==> src/hdl/lce_pkg.sv <==
// ----------------------------------------------------------------------------
// Console line editor package
// Shared types, codes and character constants for the line editor core.
// ----------------------------------------------------------------------------
package lce_pkg;

  // Result kinds carried on the master-side tuser
  localparam logic [1:0] KIND_ECHO  = 2'd0;
  localparam logic [1:0] KIND_CHAR  = 2'd1;
  localparam logic [1:0] KIND_DONE  = 2'd2;
  localparam logic [1:0] KIND_ABORT = 2'd3;

  // Control characters
  localparam logic [7:0] CH_NUL  = 8'h00;
  localparam logic [7:0] CH_ETX  = 8'h03;
  localparam logic [7:0] CH_EOT  = 8'h04;
  localparam logic [7:0] CH_BS   = 8'h08;
  localparam logic [7:0] CH_LF   = 8'h0A;
  localparam logic [7:0] CH_CR   = 8'h0D;
  localparam logic [7:0] CH_ESC  = 8'h1B;
  localparam logic [7:0] CH_DOT  = 8'h2E;

  // Register map and reset value
  localparam int unsigned PADDR_W     = 3;
  localparam logic [5:0]  MAX_LEN_RST = 6'd32;
  localparam logic        REG_MAX_LEN = 1'b0;

  // Field widths fixed by the stream formats
  localparam int unsigned LEN_W = 6;

  typedef enum logic [3:0] {
    ST_IDLE,
    ST_DECODE,
    ST_ROUTE,
    ST_ECHO1,
    ST_ECHO2,
    ST_READ,
    ST_CHAR,
    ST_DONE,
    ST_ABORT
  } state_e;

  // Selects which result the datapath presents
  typedef enum logic [2:0] {
    SEL_ECHO1,
    SEL_ECHO2,
    SEL_CHAR,
    SEL_DONE,
    SEL_ABORT
  } out_sel_e;

  typedef struct packed {
    logic     load;       // capture the incoming byte
    logic     decode;     // classify byte, update store and count
    logic     rd_en;      // read the stored character at the pointer
    logic     adv_ptr;    // step the read pointer
    logic     clr_count;  // line delivered, empty it
    out_sel_e sel;
  } lce_cmd_t;

  typedef struct packed {
    logic abort;     // byte aborts the line
    logic echo;      // byte gives at least one echo
    logic echo2;     // byte gives a second echo
    logic done;      // line ends with this byte
    logic empty;     // no characters stored
    logic ptr_last;  // pointer sits on the last stored character
  } lce_sts_t;

endpackage

==> src/hdl/lce_ram.sv <==
// ----------------------------------------------------------------------------
// Generic RAM
// One write port, one read port, registered read data.
// ----------------------------------------------------------------------------
module lce_ram #(
  parameter int unsigned WIDTH = 8,
  parameter int unsigned DEPTH = 32
) (
  input  logic                     clk_i,
  input  logic                     we_i,
  input  logic [$clog2(DEPTH)-1:0] waddr_i,
  input  logic [WIDTH-1:0]         wdata_i,
  input  logic                     re_i,
  input  logic [$clog2(DEPTH)-1:0] raddr_i,
  output logic [WIDTH-1:0]         rdata_o
);

  logic [WIDTH-1:0] mem_q [DEPTH];
  logic [WIDTH-1:0] rdata_q;

  // Write and registered read
  always_ff @(posedge clk_i) begin
    if (we_i) begin
      mem_q[waddr_i] <= wdata_i;
    end
    if (re_i) begin
      rdata_q <= mem_q[raddr_i];
    end
  end

  assign rdata_o = rdata_q;

endmodule

==> src/hdl/lce_ctrl.sv <==
// ----------------------------------------------------------------------------
// Line editor controller
// Sequences decode, echoes, line readout and end markers for one byte.
// ----------------------------------------------------------------------------
module lce_ctrl (
  input  logic              clk_i,
  input  logic              rst_ni,
  input  logic              s_valid_i,
  output logic              s_ready_o,
  output logic              m_valid_o,
  input  logic              m_ready_i,
  input  lce_pkg::lce_sts_t sts_i,
  output lce_pkg::lce_cmd_t cmd_o
);
  import lce_pkg::*;

  state_e state_q, state_d;
  state_e tail_st;

  // Where a finished line goes: straight to the marker when empty
  assign tail_st = sts_i.empty ? ST_DONE : ST_READ;

  always_ff @(posedge clk_i or negedge rst_ni) begin
    if (!rst_ni) begin
      state_q <= ST_IDLE;
    end else begin
      state_q <= state_d;
    end
  end

  // Next state
  always_comb begin
    state_d = state_q;
    unique case (state_q)
      ST_IDLE: begin
        if (s_valid_i) state_d = ST_DECODE;
      end
      ST_DECODE: state_d = ST_ROUTE;
      ST_ROUTE: begin
        if (sts_i.abort)     state_d = ST_ABORT;
        else if (sts_i.echo) state_d = ST_ECHO1;
        else if (sts_i.done) state_d = tail_st;
        else                 state_d = ST_IDLE;
      end
      ST_ECHO1: begin
        if (m_ready_i) begin
          if (sts_i.echo2)     state_d = ST_ECHO2;
          else if (sts_i.done) state_d = tail_st;
          else                 state_d = ST_IDLE;
        end
      end
      ST_ECHO2: begin
        if (m_ready_i) state_d = sts_i.done ? tail_st : ST_IDLE;
      end
      ST_READ: state_d = ST_CHAR;
      ST_CHAR: begin
        if (m_ready_i) state_d = sts_i.ptr_last ? ST_DONE : ST_READ;
      end
      ST_DONE: begin
        if (m_ready_i) state_d = ST_IDLE;
      end
      ST_ABORT: begin
        if (m_ready_i) state_d = ST_IDLE;
      end
      default: state_d = ST_IDLE;
    endcase
  end

  // Outputs
  always_comb begin
    s_ready_o         = 1'b0;
    m_valid_o         = 1'b0;
    cmd_o.load        = 1'b0;
    cmd_o.decode      = 1'b0;
    cmd_o.rd_en       = 1'b0;
    cmd_o.adv_ptr     = 1'b0;
    cmd_o.clr_count   = 1'b0;
    cmd_o.sel         = SEL_ECHO1;
    unique case (state_q)
      ST_IDLE: begin
        s_ready_o  = 1'b1;
        cmd_o.load = s_valid_i;
      end
      ST_DECODE: cmd_o.decode = 1'b1;
      ST_ROUTE:  ;
      ST_ECHO1: begin
        m_valid_o = 1'b1;
        cmd_o.sel = SEL_ECHO1;
      end
      ST_ECHO2: begin
        m_valid_o = 1'b1;
        cmd_o.sel = SEL_ECHO2;
      end
      ST_READ: cmd_o.rd_en = 1'b1;
      ST_CHAR: begin
        m_valid_o     = 1'b1;
        cmd_o.sel     = SEL_CHAR;
        cmd_o.adv_ptr = m_ready_i;
      end
      ST_DONE: begin
        m_valid_o       = 1'b1;
        cmd_o.sel       = SEL_DONE;
        cmd_o.clr_count = m_ready_i;
      end
      ST_ABORT: begin
        m_valid_o = 1'b1;
        cmd_o.sel = SEL_ABORT;
      end
      default: ;
    endcase
  end

  // Never take a byte while a result is on offer
  a_no_overlap: assert property (@(posedge clk_i) disable iff (!rst_ni)
    !(s_ready_o && m_valid_o))
    else $error("input and output active together");

  // A decode always follows an accepted byte
  a_decode_after_load: assert property (@(posedge clk_i) disable iff (!rst_ni)
    cmd_o.load |=> cmd_o.decode)
    else $error("accepted byte not decoded");

  // A stored character is shown only right after its read
  a_char_after_read: assert property (@(posedge clk_i) disable iff (!rst_ni)
    (state_q == ST_CHAR && $past(state_q) != ST_CHAR) |-> $past(cmd_o.rd_en))
    else $error("character shown without read");

endmodule

==> src/hdl/lce_dpath.sv <==
// ----------------------------------------------------------------------------
// Line editor datapath
// Byte register, classification, line store, count, read pointer, result mux.
// ----------------------------------------------------------------------------
module lce_dpath #(
  parameter int unsigned LINE_DEPTH = 32
) (
  input  logic                      clk_i,
  input  logic                      rst_ni,
  input  lce_pkg::lce_cmd_t         cmd_i,
  output lce_pkg::lce_sts_t         sts_o,
  input  logic [7:0]                rx_data_i,
  input  logic [5:0]                max_length_i,
  output logic [1:0]                kind_o,
  output logic [7:0]                value_o,
  output logic [lce_pkg::LEN_W-1:0] line_length_o,
  output logic                      last_o
);
  import lce_pkg::*;

  localparam int unsigned AW    = $clog2(LINE_DEPTH);
  localparam int unsigned CNT_W = $clog2(LINE_DEPTH + 1);
  localparam logic [CNT_W-1:0] DEPTH_C = CNT_W'(LINE_DEPTH);
  localparam logic [5:0]       DEPTH_6 = 6'(LINE_DEPTH);

  logic [7:0]       byte_q;
  logic [CNT_W-1:0] count_q, count_d;
  logic [CNT_W-1:0] ptr_q;
  logic [7:0]       echo_val_q, echo_val_d;
  logic             abort_q, echo_q, echo2_q, done_q;
  logic             abort_d, echo_d, echo2_d, done_d;
  logic             is_abort, is_bs, is_lf, is_cr, is_esc, is_other;
  logic             room, store_we;
  logic [5:0]       lim;
  logic [7:0]       rd_data;

  // Effective limit: zero acts as one, clamp to the store depth
  always_comb begin
    if (max_length_i == 6'd0)        lim = 6'd1;
    else if (max_length_i > DEPTH_6) lim = DEPTH_6;
    else                             lim = max_length_i;
  end

  // Classify the held byte
  always_comb begin
    is_abort = 1'b0;
    is_bs    = 1'b0;
    is_lf    = 1'b0;
    is_cr    = 1'b0;
    is_esc   = 1'b0;
    is_other = 1'b0;
    case (byte_q) inside
      CH_ETX, CH_EOT: is_abort = 1'b1;
      CH_BS:          is_bs    = 1'b1;
      CH_LF:          is_lf    = 1'b1;
      CH_CR:          is_cr    = 1'b1;
      CH_ESC:         is_esc   = 1'b1;
      default:        is_other = 1'b1;
    endcase
  end

  assign room     = (count_q < DEPTH_C);
  assign store_we = cmd_i.decode && is_other && room;

  // Count after this byte, echo and end-of-line decisions
  always_comb begin
    count_d = count_q;
    if (is_abort)                      count_d = '0;
    else if (is_bs && count_q != '0)   count_d = count_q - CNT_W'(1);
    else if (is_other && room)         count_d = count_q + CNT_W'(1);

    abort_d    = is_abort;
    echo_d     = (is_bs && count_q != '0) || is_lf || is_cr || is_esc ||
                 (is_other && byte_q != CH_NUL);
    echo2_d    = is_cr;
    done_d     = !is_abort && (is_cr || is_esc || (6'(count_d) >= lim));
    echo_val_d = byte_q;
    if (is_cr)       echo_val_d = CH_LF;
    else if (is_esc) echo_val_d = CH_DOT;
  end

  // Hold the byte on accept and the echo value on decode
  always_ff @(posedge clk_i) begin
    if (cmd_i.load) begin
      byte_q <= rx_data_i;
    end
    if (cmd_i.decode) begin
      echo_val_q <= echo_val_d;
    end
  end

  // Count, pointer and decision flags
  always_ff @(posedge clk_i or negedge rst_ni) begin
    if (!rst_ni) begin
      count_q <= '0;
      ptr_q   <= '0;
      abort_q <= 1'b0;
      echo_q  <= 1'b0;
      echo2_q <= 1'b0;
      done_q  <= 1'b0;
    end else begin
      if (cmd_i.decode) begin
        count_q <= count_d;
        ptr_q   <= '0;
        abort_q <= abort_d;
        echo_q  <= echo_d;
        echo2_q <= echo2_d;
        done_q  <= done_d;
      end else if (cmd_i.clr_count) begin
        count_q <= '0;
      end
      if (cmd_i.adv_ptr) begin
        ptr_q <= ptr_q + CNT_W'(1);
      end
    end
  end

  lce_ram #(
    .WIDTH (8),
    .DEPTH (LINE_DEPTH)
  ) u_store (
    .clk_i   (clk_i),
    .we_i    (store_we),
    .waddr_i (count_q[AW-1:0]),
    .wdata_i (byte_q),
    .re_i    (cmd_i.rd_en),
    .raddr_i (ptr_q[AW-1:0]),
    .rdata_o (rd_data)
  );

  assign sts_o.abort    = abort_q;
  assign sts_o.echo     = echo_q;
  assign sts_o.echo2    = echo2_q;
  assign sts_o.done     = done_q;
  assign sts_o.empty    = (count_q == '0);
  assign sts_o.ptr_last = ((ptr_q + CNT_W'(1)) == count_q);

  // Result mux
  always_comb begin
    kind_o        = KIND_ECHO;
    value_o       = 8'h00;
    line_length_o = '0;
    last_o        = 1'b0;
    case (cmd_i.sel)
      SEL_ECHO1: begin
        value_o = echo_val_q;
        last_o  = !echo2_q && !done_q;
      end
      SEL_ECHO2: begin
        value_o = CH_CR;
        last_o  = !done_q;
      end
      SEL_CHAR: begin
        kind_o  = KIND_CHAR;
        value_o = rd_data;
      end
      SEL_DONE: begin
        kind_o        = KIND_DONE;
        line_length_o = LEN_W'(count_q);
        last_o        = 1'b1;
      end
      SEL_ABORT: begin
        kind_o = KIND_ABORT;
        last_o = 1'b1;
      end
      default: ;
    endcase
  end

  // The line never outgrows the store
  a_count_bound: assert property (@(posedge clk_i) disable iff (!rst_ni)
    count_q <= DEPTH_C)
    else $error("character count beyond store depth");

  // Readout stays within the stored characters
  a_ptr_bound: assert property (@(posedge clk_i) disable iff (!rst_ni)
    cmd_i.rd_en |-> (ptr_q < count_q))
    else $error("read beyond stored line");

  // An abort leaves the line empty
  a_abort_clears: assert property (@(posedge clk_i) disable iff (!rst_ni)
    (cmd_i.decode && is_abort) |=> (count_q == '0))
    else $error("abort did not clear line");

endmodule

==> src/hdl/console_line_editor_core.sv <==
// ----------------------------------------------------------------------------
// Console line editor core
// Builds a console line from received bytes with echo, then emits the line.
//
//   channel   dir  handshake              payload
//   s_axis    in   tvalid/tready          tdata: rx_data
//   m_axis    out  tvalid/tready, tlast   tdata: value, line_length; tuser: kind
//   apb       in   psel/penable/pready    max_length at address 0
//
// Each byte is decoded and routed, then gives its echoes, each stored
// character read back from the line RAM (a read state, then a show state)
// and the end marker. Output stalls hold the current result; no byte is
// taken until the last result of the previous byte has gone. Reset empties
// the line and sets max_length to 32; the line RAM needs no clearing.
// ----------------------------------------------------------------------------
module console_line_editor_core #(
  parameter int unsigned LINE_DEPTH = 32
) (
  input  logic                         clk_i,
  input  logic                         rst_ni,
  // byte input
  input  logic                         s_axis_tvalid,
  output logic                         s_axis_tready,
  input  logic [7:0]                   s_axis_tdata,   // [7:0] rx_data
  // result output
  output logic                         m_axis_tvalid,
  input  logic                         m_axis_tready,
  output logic [15:0]                  m_axis_tdata,   // [7:0] value, [13:8] line_length
  output logic [1:0]                   m_axis_tuser,   // [1:0] kind
  output logic                         m_axis_tlast,
  // configuration
  input  logic                         psel,
  input  logic                         penable,
  input  logic                         pwrite,
  input  logic [lce_pkg::PADDR_W-1:0]  paddr,
  input  logic [31:0]                  pwdata,
  output logic [31:0]                  prdata,
  output logic                         pready
);
  import lce_pkg::*;

  logic [5:0]       max_length_q;
  logic             cfg_we;
  lce_cmd_t         cmd;
  lce_sts_t         sts;
  logic [7:0]       value;
  logic [LEN_W-1:0] line_length;

  // Register write on the access cycle
  assign pready = 1'b1;
  assign cfg_we = psel && penable && pwrite && pready && (paddr[2] == REG_MAX_LEN);

  always_ff @(posedge clk_i or negedge rst_ni) begin
    if (!rst_ni) begin
      max_length_q <= MAX_LEN_RST;
    end else if (cfg_we) begin
      max_length_q <= pwdata[5:0];
    end
  end

  // Register read
  assign prdata = (paddr[2] == REG_MAX_LEN) ? {26'd0, max_length_q} : 32'd0;

  lce_ctrl u_ctrl (
    .clk_i     (clk_i),
    .rst_ni    (rst_ni),
    .s_valid_i (s_axis_tvalid),
    .s_ready_o (s_axis_tready),
    .m_valid_o (m_axis_tvalid),
    .m_ready_i (m_axis_tready),
    .sts_i     (sts),
    .cmd_o     (cmd)
  );

  lce_dpath #(
    .LINE_DEPTH (LINE_DEPTH)
  ) u_dpath (
    .clk_i         (clk_i),
    .rst_ni        (rst_ni),
    .cmd_i         (cmd),
    .sts_o         (sts),
    .rx_data_i     (s_axis_tdata),
    .max_length_i  (max_length_q),
    .kind_o        (m_axis_tuser),
    .value_o       (value),
    .line_length_o (line_length),
    .last_o        (m_axis_tlast)
  );

  // Pack the result fields
  assign m_axis_tdata = {2'b00, line_length, value};

endmodule

==> config.mk <==
export PLATFORM = sky130hd
export DESIGN_NAME = console_line_editor_core
export DESIGN_NICKNAME = d
export VERILOG_FILES = /design/src/hdl/lce_pkg.sv /design/src/hdl/lce_ram.sv /design/src/hdl/lce_ctrl.sv /design/src/hdl/lce_dpath.sv /design/src/hdl/console_line_editor_core.sv
export SDC_FILE = /design/constraint.sdc
export NUM_CORES = 1
export LEC_CHECK = 0
export BUFFER_PORTS_ARGS = -buffer_cell sky130_fd_sc_hd__buf_2
export CORE_AREA = 2 2 178 180
export CTS_CLUSTER_DIAMETER = 200
export DETAILED_ROUTE_END_ITERATION = 10
export DIE_AREA = 0 0 180 182
export SYNTH_ARGS = -nofsm -noshare
export SYNTH_HDL_FRONTEND = slang
export SYNTH_SLANG_ARGS = --single-unit
==> constraint.sdc <==
create_clock -name clk_i -period 3.2 [get_ports clk_i]
set_input_delay 0.32 -clock clk_i [delete_from_list [all_inputs] [get_ports clk_i]]
set_output_delay 0.32 -clock clk_i [all_outputs]
set_load 0.01 [all_outputs]
==> results of run 1 <==
[metal layers]
metal,vias to the layer above,global-route usage
met5,-,0
met4,0,0.03902
met2,227,0.3080
li1,3399,-
met3,41,0.02447
met1,3929,0.2646
[flip-flops by register name, summed over array words and instances (netlist names)]
| signal | flops |
|---|---|
| u_dpath.u_store.rdata_o | 8 |
| u_dpath.echo_val_q | 8 |
| u_dpath.count_q | 6 |
| u_dpath.u_store.mem_q | 256 |
| u_dpath.ptr_q | 6 |
| u_dpath.abort_q | 1 |
| u_dpath.byte_q | 8 |
| u_ctrl.state_q | 4 |
| u_dpath.echo_q | 1 |
| max_length_q | 6 |
| u_dpath.echo2_q | 1 |
| u_dpath.done_q | 1 |
[power groups by stage]
stage / logic [mW] / clock network, mW / registers, mW
floorplan: 1.98 / 0 / 5.04
global placement: 2.93 / 0 / 5.06
detailed placement: 2.95 / 0 / 5.07
CTS: 2.98 / 3.61 / 4.99
global route: 3.24 / 3.76 / 5.01
finish: 2.97 / 3.52 / 4.98
[synthesized netlist by cell type (all sizes together) (5+ instances only)]
cell | number | area (sq um)
edfxtp | 280 | 8408
mux4 | 80 | 1817
nor2 | 60 | 225.2
buf | 49 | 340.3
nand2 | 39 | 146.4
a21oi | 29 | 148.9
o21ai | 29 | 145.1
clkbuf | 27 | 101.4
dfrtp | 25 | 625.6
mux2 | 16 | 180.2
nand3 | 15 | 75.07
and2 | 12 | 75.08
ha | 12 | 150.1
inv | 11 | 41.29
nor3 | 11 | 55.05
nor2b | 10 | 62.56
xor2 | 7 | 61.31
a21o | 6 | 45.04
nand3b | 6 | 45.04
or3 | 6 | 42.54
a22oi | 5 | 37.54
nor4 | 5 | 37.53
xnor2 | 5 | 43.79
[logic make-up (layout without fill, tap and decap cells)]
kind of cell / count (synthesis) / count (layout) / share of synthesized area
compound gates: 105 / 105 / 0.05144
xor+xnor: 12 / 12 / 0.007814
fa+ha+maj: 12 / 12 / 0.01116
buf+inv: 88 / 212 / 0.03619
flops: 306 / 306 / 0.6736
mux: 97 / 97 / 0.1492
other cells: 2 / 29 / 0.0005583
simple gates: 187 / 187 / 0.07005
[worst register-to-register path: cells and delay by family (launching register included)]
kind                     cells  cell delay, ns
AO/OA/AOI/OAI                6            1.12
AND/OR/NAND/NOR              4            1.06
flip-flops                   1            0.50
adder cells (fa/ha/maj)      1            0.27
[repair_timing]
action / CTS / global route
hold endpoints to repair: 39 / 0
resized for setup: 0 / 4
setup buffers: 0 / 2
hold buffers: 15 / 0
setup endpoints to repair: 0 / 1
[path summary, 6_finish.rpt]
check	slack, ns	cells after the start	to
setup / recovery	0.16	11	u_dpath.done_q$_DFFE_PN0P_
hold / removal	0.13	3	u_dpath.ptr_q[1]$_DFFE_PN0P_
setup reg to reg	0.16	11	u_dpath.done_q$_DFFE_PN0P_
hold reg to reg	0.53	2	u_dpath.ptr_q[5]$_DFFE_PN0P_
max in group asynchronous	2.39	2	u_dpath.ptr_q[0]$_DFFE_PN0P_
min in group asynchronous	0.31	2	u_dpath.echo2_q$_DFFE_PN0P_
[through the flow]
step	hold slack [ns]	power (mW)	instances
floorplan	0.02441	7.014	836
global placement	0.3921	7.997	1287
detailed placement	0.3914	8.017	1287
CTS	0.1035	11.57	1360
global route	0.1375	12.02	1362
finish	0.1300	11.47	1362
[layout make-up]
type,count,share of cell area
Sequential cell,306,0.5782
Tap cell,402,0.03208
Inverter,12,0.002873
Clock buffer,39,0.05204
Multi-Input combinational cell,442,0.2567
Timing Repair Buffer,142,0.06672
Clock inverter,19,0.01133
==> summary by stage, run 1 <==
Outcome
The flow ran to the end, and the final reports show no timing, DRC or antenna violations.

Final layout
From synthesis to final layout, the design area changed by 16.56%. The number of antenna repair diodes is 0. The combined area of the multi-input logic cells is 4025 sq um. The final layout net count is about 1000. The utilization after layout is 0.5060. The sequential cell area is around 9100 sq um. The final design instance area without fill is around 16000 sq um. The most frequent standard cell in the layout excluding fill and tap cells is edfxtp_1. The fill cell instance count of the final layout is around 2.6k. The top cell types in the final layout, fill and taps aside, are edfxtp_1 (280), mux4_2 (76), buf_4 (75), nor2_1 (60), buf_2 (46). Of the cells placed in the final design, the portion with a size suffix greater than 1 is 0.2906.

Yosys
The average cell area after synthesis is 16.63 sq um. The synthesized design contains 280 enable-type register cells. The post-synthesis cell type count is 70. Counting flops and latches in the post-synthesis netlist gives 306. The proportion of synthesized chip area in sequential cells is 0.6736. For this run, the number of Yosys warnings is 0. The summed instance area of the synthesized netlist is approximately 13000 sq um. Synthesis produced between 800 and 900 cells. For this run, the leading register cell type out of synthesis is edfxtp_1. The fraction of registers with async set or reset after synthesis is 0.08497.

STA
The top achievable clock speed is approximately 330 MHz. The headroom to the max-slew limit is 0.4725. The hold violation total from the final report is 0. The setup clock skew after layout is approximately 0.017 ns. The ratio of final minimum period to clock period is 0.9507. The final max-slew violation count is 0. Setup repair after global routing left no endpoint under its margin. In the post-route analysis, the smallest setup slack over all paths is ~0.16 ns. The clock period minus final worst setup slack is approximately 3.0 ns. The final setup violation count is 0. For the pin with the worst max-slew slack, the measured transition is between 0.7 and 0.8 ns. Setup total negative slack on the finished layout was measured at 0 ns.

GRT
The number of antenna violations at the first check in global routing is 0. The largest net degree at the start of global routing is 36. The remaining global-route overflow is 0.

The total track usage is 0.1855. The via count of the first global-routing pass came to approximately 7.4k. The first global-routing pass estimated about 46000 um of wire.

Worst hold path
The critical hold path startpoint is m_axis_tready. The class of the worst hold path is input port to flip-flop.

Placement
OpenSTA, run right after detailed placement, puts the worst setup slack at roughly 0.057 ns. The count of buffers added on input and output ports is 46. The wire-length estimate of the detail-placed layout is between 15000 and 20000 um. The final weighted congestion of routability-driven global placement is 0.8373. The placed instances occupy a cell area of ~15000 sq um.

Floorplanning
The count of pins on the block boundary is ~100. The row count is 65. The core box area is slightly above 30000 sq um. The floorplan step set the die height to between 150 and 200 um.

The die covers 32760 sq um. The effective utilization at floorplan is 0.4341. The die extent in x is about 180 um.

Power and ir drop
The power share of the clock group is 0.307. The net switching power of the design is between 3 and 4 mW. Of the total power, combinational logic draws 0.259.

The analysis attributes to cell leakage a power of 5.353 nW. The internal power consumption is approximately 8 mW. The proportion of total power due to net switching is 0.2931. VDD sags by at most between 0.4 and 0.5 mV.

The share of total power dissipated in sequential elements is 0.434. The power density of the placed cells is between 700 and 800 nW/um^2.

Critical path
The biggest fanout along the worst timing path is 7. The launch point of the worst path is u_dpath.byte_q[0]$_DFFE_PP_. Broken down by cell family, the worst path's largest delay share belongs to compound AO/OA/AOI/OAI gates.

The most common cell type on the critical path is a21o_1. The largest single stage delay on the critical path is about 0.57 ns. The number of buffers and inverters on the critical path is 0. The element type at the critical path start is a flip-flop. The signal on the critical path passes through or4b_4 -> a211oi_4 -> nor2_1 -> nand3b_1 -> and3_1 -> ha_1 -> a21o_1 -> a21o_1 -> a211oi_2 -> o21ai_1 -> a22o_1. The startpoint of the most critical register-to-register path is u_dpath.byte_q[0]$_DFFE_PP_. The classification of the worst setup path is flip-flop to flip-flop. Data on the critical path arrives at its endpoint at between 3 and 4 ns. The endpoint required time on the critical path is 3.66 ns.

Among all stages on the critical path, the largest delay is contributed by or4b_4. The worst setup path is captured at a flip-flop.

Clock tree
The clock slew at the register clock pins of the worst setup and hold paths is roughly 0.06 ns. The buffer depth of the longest clock path is 3. The number of buffers added by the clock tree synthesis step is 31. For the worst-skew pair, the clock arrives at the later sink with an insertion delay of 0.57 ns.

CTS built an H-tree with a depth of 1. The clock net in this run drives a total of approximately 300 sinks. The CTS tree is done. In this run the clock root is driven by a clkbuf_16.

Route
The final wirelength is 30190 um. The post-detailed-route DRC marker count is 0. The highest metal layer carrying signal wires in the routed design is met4.

The detailed-routed wire length on met3 is 1602 um. Dividing the detail-routed via count by the number of cells gives 5.577. The routed metal-1 wirelength is roughly 14000 um. For this run, the detailed router's first-pass iteration total came to 5. After detailed routing, the met2 layer carries ~15000 um of wire. Once detail routing completed, the nets flagged for antenna violations numbered 0.

The wire length per cell is approximately 22 um. The overall via count from detail_route is approximately 7.6k. The DRC marker count from the first detailed-route iteration is ~670.

Job
Max-cap violations in this run came to 0.
Power figures use the tool's default switching activity.
==> run 2: changes to the inputs <==
--- a/config.mk
+++ b/config.mk
@@ -7,6 +7,7 @@
 export LEC_CHECK = 0
 export BUFFER_PORTS_ARGS = -buffer_cell sky130_fd_sc_hd__buf_2
 export CORE_AREA = 2 2 178 180
+export CTS_BUF_LIST = sky130_fd_sc_hd__clkbuf_8 sky130_fd_sc_hd__clkbuf_16
 export CTS_CLUSTER_DIAMETER = 200
 export DETAILED_ROUTE_END_ITERATION = 10
 export DIE_AREA = 0 0 180 182
==> run 2 against run 1 <==
Compared with the run above:
- via count increased by 0.11%
- critical path type unchanged
- first-iteration DRC count increased by 0.45%
- sequential cell count stayed put
- sequential power hardly changed
==> summary by stage, run 2 (same netlist as run 1, synthesis figures left out) <==
Floorplanning
The initial utilization of the core area, before any placement, comes to 0.4341. The row count is between 60 and 70. The core box area is between 30000 and 40000 sq um. The die covers between 30000 and 40000 sq um.

The count of pins on the block boundary is 104. The die extent in x is around 180 um. The die is 182 um tall.

Route
The remaining antenna violation count after routing is 0. The overall via count from detail_route is about 7.6k. The DRC marker count from the first detailed-route iteration is 670. The length of the first detailed-routing pass in iterations is 5. The final wirelength is around 30000 um. Dividing the detail-routed wire length by the instance count gives about 22 um.

In the routed design, unresolved DRC markers number 0. After detailed routing, the number of vias per cell comes to between 5 and 6.

Final layout
In the final layout, the share of cells above drive strength 1 is 0.2906. The most frequent standard cell in the layout excluding fill and tap cells is edfxtp_1. The sequential cells in the finished layout cover a total of between 9000 and 10000 sq um. The area growth from synthesis to layout is 16.56%. The register name with the most flops is u_dpath.u_store.mem_q. The register with the most flip-flops in the layout has ~260 of them.

For this run, the post-layout net count is 997. Leaving out fill and tap cells, the most frequent cells in the layout are edfxtp_1 (280), mux4_2 (76), buf_4 (75), nor2_1 (60), buf_2 (46). The final cell count without fillers is 1362.

The repair_antennas step left the layout with diodes totalling 0. The fill cell instance count of the final layout is roughly 2.6k. After routing the design area is roughly 16000 sq um. Summing all multi-input logic gate instances after layout gives 4025 sq um.

Clock tree
The root buffer selected by CTS is clkbuf_16. The clock sink count is roughly 310. The clock slew at the register clock pins of the worst setup and hold paths is 0.06 ns. Counting along the longest clock path gives a buffer depth of 3. The maximum level of the CTS H-tree is 1. TritonCTS built the clock tree. Buffers inserted during clock tree synthesis total 31. The later pin in the worst-skew pair is clocked with a latency of about 0.57 ns.

GRT
The number of antenna violations at the first check in global routing came to 0. The total overflow left after global routing is 0. The largest net degree at the start of global routing is 36.

The first global-routing pass estimated about 46000 um of wire. Across every metal layer, demand over resource in global routing totals 0.1855. The via count of the first global-routing pass is approximately 7.4k.

STA
The final setup violation count is 0. The worst pin sits at a relative slew slack of 0.4725. Of the available clock period, the critical path in the final layout requires 0.9501. The hold violation total from the final report came to 0. On the final layout, the worst clock skew is about 0.017 ns. The total negative setup slack is 0 ns. The clock period minus final worst setup slack is approximately 3.0 ns.

The top achievable clock speed is around 330 MHz. At the pin with the least slew margin, the transition time is 0.7888 ns. Setup repair after global routing left no endpoint under its margin. The final max-slew violation count is 0.

Critical path
The arrival time at the worst endpoint is ~3.5 ns. Along the worst path, the maximum fanout reaches 7. The endpoint required time on the critical path is around 3.7 ns. The kind of end point of the critical path is a flip-flop. The worst setup path is launched from a flip-flop. The classification of the worst setup path is flip-flop to flip-flop.

Worst hold path
The class of the worst hold path is input port to flip-flop.

Outcome
The flow ran to the end, and the final reports show no timing, DRC or antenna violations.

Placement
The area after detailed placement is 14500 sq um. At the end of routability-driven placement, the weighted congestion stood at 0.8373. Counting tap cells, the placed design contains a total of 1287 instances. Input and output buffers added on the ports amount to 46. Once detailed placement completed, the half-perimeter wirelength came to 19830 um.

Job
The tool flagged a number of max-cap violations equal to 0.

Power and ir drop
Summed over all cells, the static leakage comes to 5.382 nW. The power density of the placed cells is 730.6 nW/um^2. The worst IR drop on VDD is 0.4975 mV.
==> run 2: per-stage QoR <==
| stage | hold slack, ns | total power, mW | utilization | worst slack (ns) |
|---|---|---|---|---|
| 6_report | 0.1292 | 11.45 | 0.5060 | 0.1598 |
| 5_1_grt | 0.1375 | 12.00 | 0.5060 | 0.006907 |
| 4_1_cts | 0.1035 | 11.55 | 0.5049 | 0.04775 |
| 3_5_place_dp | 0.3914 | 8.017 | 0.4680 | 0.05714 |
| 3_3_place_gp | 0.3921 | 7.997 | 0.4680 | 0.07559 |
| 2_1_floorplan | 0.02441 | 7.014 | - | -0.01048 |
==> run 2: path summary, 6_finish.rpt <==
kind | to | slack (ns) | startpoint | cells past startpoint
min in group asynchronous | u_dpath.echo2_q$_DFFE_PN0P_ | 0.31 | rst_ni | 2
max in group asynchronous | u_dpath.ptr_q[0]$_DFFE_PN0P_ | 2.39 | rst_ni | 2
max | u_dpath.done_q$_DFFE_PN0P_ | 0.16 | u_dpath.byte_q[0]$_DFFE_PP_ | 11
min | u_dpath.ptr_q[1]$_DFFE_PN0P_ | 0.13 | m_axis_tready | 3
max reg2reg | u_dpath.done_q$_DFFE_PN0P_ | 0.16 | u_dpath.byte_q[0]$_DFFE_PP_ | 11
min reg2reg | u_dpath.ptr_q[5]$_DFFE_PN0P_ | 0.53 | u_dpath.ptr_q[5]$_DFFE_PN0P_ | 2
==> run 2: cell type report <==
type,count,area share
Sequential cell,306,0.5782
Inverter,12,0.002873
Clock inverter,26,0.01301
Clock buffer,32,0.05036
Multi-Input combinational cell,442,0.2567
Tap cell,402,0.03208
Timing Repair Buffer,142,0.06672
==> run 2: power breakdown <==
part,total [mW],internal (mW),leakage [nW],switching [mW]
Sequential,4.98,4.79,2.85,0.190
Combinational,2.97,1.27,2.01,1.70
Clock,3.50,2.02,0.517,1.48
Total,11.5,8.09,5.38,3.37
==> run 2: timing repair <==
item                                    CTS  global route
hold buffers                             15             0
endpoints found under the setup margin    0             1
setup buffers                             0             2
hold endpoints to repair                 39             0
gates resized for setup                   0             4
==> run 2: critical path, cell delays in order (launching register included) <==
cell and delay, ns:
edfxtp_1 0.50, or4b_4 0.56, a211oi_4 0.33, nor2_1 0.12, nand3b_1 0.19, and3_1 0.18, ha_1 0.27, a21o_1 0.16
a21o_1 0.17, a211oi_2 0.19, o21ai_1 0.08, a22o_1 0.19
==> run 2: layer usage <==
layer / part of all wire / up-vias / global-route usage
met4: 0.015 / 0 / 0.03902
li1: - / 3398 / -
met5: 0 / - / 0
met3: 0.057 / 43 / 0.02447
met2: 0.48 / 250 / 0.3080
met1: 0.44 / 3913 / 0.2646
==> run 3: changes to the inputs <==
--- a/config.mk
+++ b/config.mk
@@ -6,11 +6,13 @@
 export NUM_CORES = 1
 export LEC_CHECK = 0
 export BUFFER_PORTS_ARGS = -buffer_cell sky130_fd_sc_hd__buf_2
-export CORE_AREA = 2 2 178 180
+export CORE_AREA = 2 2 179 181
 export CTS_BUF_LIST = sky130_fd_sc_hd__clkbuf_8 sky130_fd_sc_hd__clkbuf_16
 export CTS_CLUSTER_DIAMETER = 200
 export DETAILED_ROUTE_END_ITERATION = 10
-export DIE_AREA = 0 0 180 182
+export DIE_AREA = 0 0 181 183
+export SKIP_LAST_GASP = 1
 export SYNTH_ARGS = -nofsm -noshare
 export SYNTH_HDL_FRONTEND = slang
+export SYNTH_HIERARCHICAL = 1
 export SYNTH_SLANG_ARGS = --single-unit
==> run 3 against run 2 <==
Compared with the run above:
- register-to-register slack is essentially flat
- total power is 3.3% lower
- routed wire length decreased by 3.7%
- sequential cell count unchanged
- critical path depth rose by 2
- die area is 1.1% higher
- global-route usage is 0.67 points lower
- non-clock buffer count fell by 5
==> summary by stage, run 3 <==
Route
For this block, the via count after detailed routing is approximately 7.4k. In this run the remaining antenna-violating nets after routing total 0. The DRC marker count from the first detailed-route iteration is roughly 620. After detailed routing, the number of remaining DRC violations is 0. Summed over all layers, the routed wires come to about 29000 um. In the routed layout, each cell is associated on average with a via count of ~5.5.

The wire length per cell is ~22 um. For this run, the detailed router's first-pass iteration total came to 5.

Power and ir drop
For this design the ratio of total power to cell area is 712.0 nW/um^2. The proportion of total power due to net switching is 0.2941. The portion of total power attributed to combinational logic is 0.257. The worst-case IR drop observed on VDD is between 0.4 and 0.5 mV. The net switching power of the design is around 3.3 mW.

The power share of the clock group is 0.295. The share of total power dissipated in sequential elements is 0.449. Internal power comes to approximately 8 mW. The static leakage is 5.308 nW.

Placement
The total half-perimeter wirelength after legalization and detailed placement is around 19000 um. The area after detailed placement is between 10000 and 15000 sq um. The number of I/O port buffers is 46. Routability-driven placement finished with a final weighted congestion of 0.8712.

STA
The total negative setup slack is 0 ns. Headroom to the max-slew limit came out at 0.5364. The final setup violation count is 0. For the final database, setup skew stands at ~0.011 ns. For the pin with the worst max-slew slack, the measured transition is between 0.6 and 0.7 ns. For the finished layout, the period the worst path requires is 3.051 ns. The top achievable clock speed is around 330 MHz. The final max-slew violation count is 0. The hold violation total from the final report came to 0. In the finished design, the share of the clock period the worst path needs comes to 0.9534.

Setup repair after global routing could not meet its margin everywhere.

Yosys
In the synthesized netlist the dominant register cell turns out to be edfxtp_1. In the synthesized netlist the async set-or-reset flop fraction comes to 0.08497. The post-synthesis cell type count is 68.

The largest area contributor in the netlist is edfxtp_1. Yosys instantiated no cell more often than edfxtp_1. Yosys mapped a number of flops with a built-in enable equal to 280. By area the synthesized netlist is led by edfxtp_1 (62%), mux4_2 (13%), dfrtp_1 (4.6%). The number of warnings reported in the yosys synthesis log is 6.

The proportion of synthesized chip area in sequential cells is 0.6718. By count the netlist is led by edfxtp_1 (280), mux4_2 (80), nor2_1 (65), buf_4 (41), nand2_1 (30). The proportion of netlist area held by the largest area contributor is 0.6234. The average cell area after synthesis is 16.96 sq um. The number of standard cells after synthesis is slightly below 800. The cell area that synthesis handed to floorplanning was roughly 13000 sq um. Counting flops and latches in the post-synthesis netlist gives approximately 310.

Final layout
The final layout net count is about 1000. More flip-flops sit in one register than any other, and that register is u_dpath/u_store/mem_q. After routing the design area is about 16000 sq um.

The area growth from synthesis to final layout is 15.34%. Leaving out fill and tap cells, the most frequent cells in the layout are edfxtp_1 (280), mux4_2 (80), buf_4 (72), nor2_1 (65), buf_2 (46). The share of cells above drive strength 1 is 0.3131. The most frequent standard cell in the layout excluding fill and tap cells is edfxtp_1. At the end of the flow the core is filled with cells to 0.4981. The number of antenna repair diodes is 0. The register with the most flip-flops in the layout has between 200 and 300 of them.

Floorplanning
For this design the top-level I/O count stands at between 100 and 150. Measured along the x axis, the die boundary spans about 180 um. The effective utilization at floorplan is 0.4319. The total die area is between 30000 and 40000 sq um. The core box area is roughly 31000 sq um. The row count is 65. The height of the chip is roughly 180 um.

Worst hold path
In this run the most critical hold path is launched from m_axis_tready. Counting instances, the worst hold path has a depth of 2. The class of the worst hold path is input port to flip-flop.

The worst hold path terminates at u_ctrl/state_q[2]$_DFFE_PN0P_.

GRT
The largest net degree at the start of global routing is 37. The total track usage is 0.1789. The via count of the first global-routing pass came to ~7.4k.

The first-pass GRT wire length is ~45000 um. For this run the aggregate overflow at the end of global routing stands at 0. The number of antenna violations at the first check in global routing was 1.

Critical path
The signal on the critical path passes through inv_1 -> ha_1 -> or3b_2 -> o211ai_1 -> o21ai_1 -> xnor2_1 -> nand2_1 -> ha_1 -> nand2b_1 -> a21oi_1 -> nor2b_1 -> o2111ai_1 -> a31oi_1. In this run the worst path has a maximum fanout of 5. The largest individual stage delay along the critical path comes from the cell or3b_2.

Counting stages on the worst path, the most repeated cell is ha_1. The critical path in this run is classified as flip-flop to flip-flop. The arrival time at the worst endpoint is 3.48 ns. Counting cells, the worst reg-to-reg path comes to 13. STA puts the critical path data required time at roughly 3.6 ns. For flop-to-flop paths, the worst setup slack is about 0.15 ns. STA classifies the critical path startpoint as a flip-flop. The capture point of the worst reg-to-reg path is u_dpath/done_q$_DFFE_PN0P_. The biggest cell delay along the critical path is between 0.5 and 0.6 ns. The worst setup path is captured at a flip-flop. The startpoint of the most critical register-to-register path is u_dpath/count_q[1]$_DFFE_PN0P_.

Clock tree
CTS built an H-tree with a depth of 1. TritonCTS built the clock tree. The insertion delay to the later sink of the worst-skew pair is between 0.5 and 0.6 ns. The buffer depth of the longest clock path is 3. The number of buffers added by the clock tree synthesis step is 31. The clock sink count is just over 300. CTS placed an instance of clkbuf_16 at the clock tree root. After clock tree synthesis, the clock-pin slew on the worst setup and hold paths is approximately 0.060 ns.

Job
The number of violations of the max-capacitance limit is 0.

Outcome
The flow ran to the end, and the final reports show no timing, DRC or antenna violations.
run 3: metrics by stage:
| step | power, mW | worst slack [ns] | hold slack (ns) | cells |
|---|---|---|---|---|
| after floorplan | 6.979 | 0.06132 | 0.02441 | 822 |
| after global placement | 7.845 | 0.1989 | 0.3956 | 1267 |
| after detailed placement | 7.881 | 0.1825 | 0.3981 | 1267 |
| after CTS | 11.18 | 0.1471 | 0.03361 | 1340 |
| after global routing | 11.61 | -0.04738 | 0.06702 | 1341 |
| final | 11.08 | 0.1490 | 0.05987 | 1341 |
run 3: routing by layer:
metal | GRT usage | up-vias | wire length, um
li1 | - | 3335 | -
met2 | 0.2897 | 214 | 14010
met5 | 0 | - | 0
met3 | 0.03157 | 31 | 1621
met4 | 0.04065 | 0 | 433
met1 | 0.2560 | 3784 | 12980
run 3: worst max-delay path by stage:
stage                                                  to                           start  depth (start not counted)
finish                         u_dpath/done_q$_DFFE_PN0P_  u_dpath/count_q[1]$_DFFE_PN0P_                         13
global route                   u_dpath/done_q$_DFFE_PN0P_  u_dpath/count_q[1]$_DFFE_PN0P_                         13
CTS                            u_dpath/done_q$_DFFE_PN0P_  u_dpath/count_q[1]$_DFFE_PN0P_                         13
detailed placement             u_dpath/done_q$_DFFE_PN0P_  u_dpath/count_q[1]$_DFFE_PN0P_                         13
global placement               u_dpath/done_q$_DFFE_PN0P_  u_dpath/count_q[1]$_DFFE_PN0P_                         13
floorplan           u_dpath/u_store/mem_q[0][0]$_DFFE_PP_     u_dpath/byte_q[2]$_DFFE_PP_                          8
run 3: kinds of logic (layout without fill, tap and decap cells):
group | Yosys count | count (layout) | share of synthesized area
xor+xnor | 12 | 12 | 0.007793
mux | 104 | 104 | 0.1529
compound gates | 72 | 72 | 0.03990
buf+inv | 93 | 210 | 0.04017
fa+ha+maj | 10 | 10 | 0.009277
flops | 306 | 306 | 0.6718
other cells | 2 | 29 | 0.0005568
simple gates | 196 | 196 | 0.07765
run 3: what timing repair did:
| item | in CTS | in global routing |
|---|---|---|
| setup buffers | 0 | 1 |
| hold buffers | 15 | 0 |
| setup endpoints to repair | 0 | 4 |
| hold endpoints to repair | 39 | 0 |
| gates resized for setup | 0 | 3 |
run 3: worst max-delay path, delay by kind of cell, from the launching register on:
family	cells	cell delay, ns
buf+inv	1	0.11
simple gates	4	0.78
xor+xnor	1	0.16
flops	1	0.38
compound gates	5	1.04
fa+ha+maj	2	0.46
run 3: layout make-up:
cell class              count  area [sq um]
clock buffers              32         789.5
clock inverters            26         137.6
fillers                  2603         15670
inverters                  15         56.30
multi-input cells         423          4003
flip-flops and latches    306          9066
well taps                 402         503.0
repair buffers            137          1001
run 3: power groups by stage:
stage | Clock, mW | Sequential [mW] | Combinational [mW]
5_1_grt | 3.51 | 5.00 | 3.10
3_3_place_gp | 0 | 5.05 | 2.80
2_1_floorplan | 0 | 5.05 | 1.93
6_report | 3.26 | 4.97 | 2.84
3_5_place_dp | 0 | 5.06 | 2.82
4_1_cts | 3.35 | 4.97 | 2.85
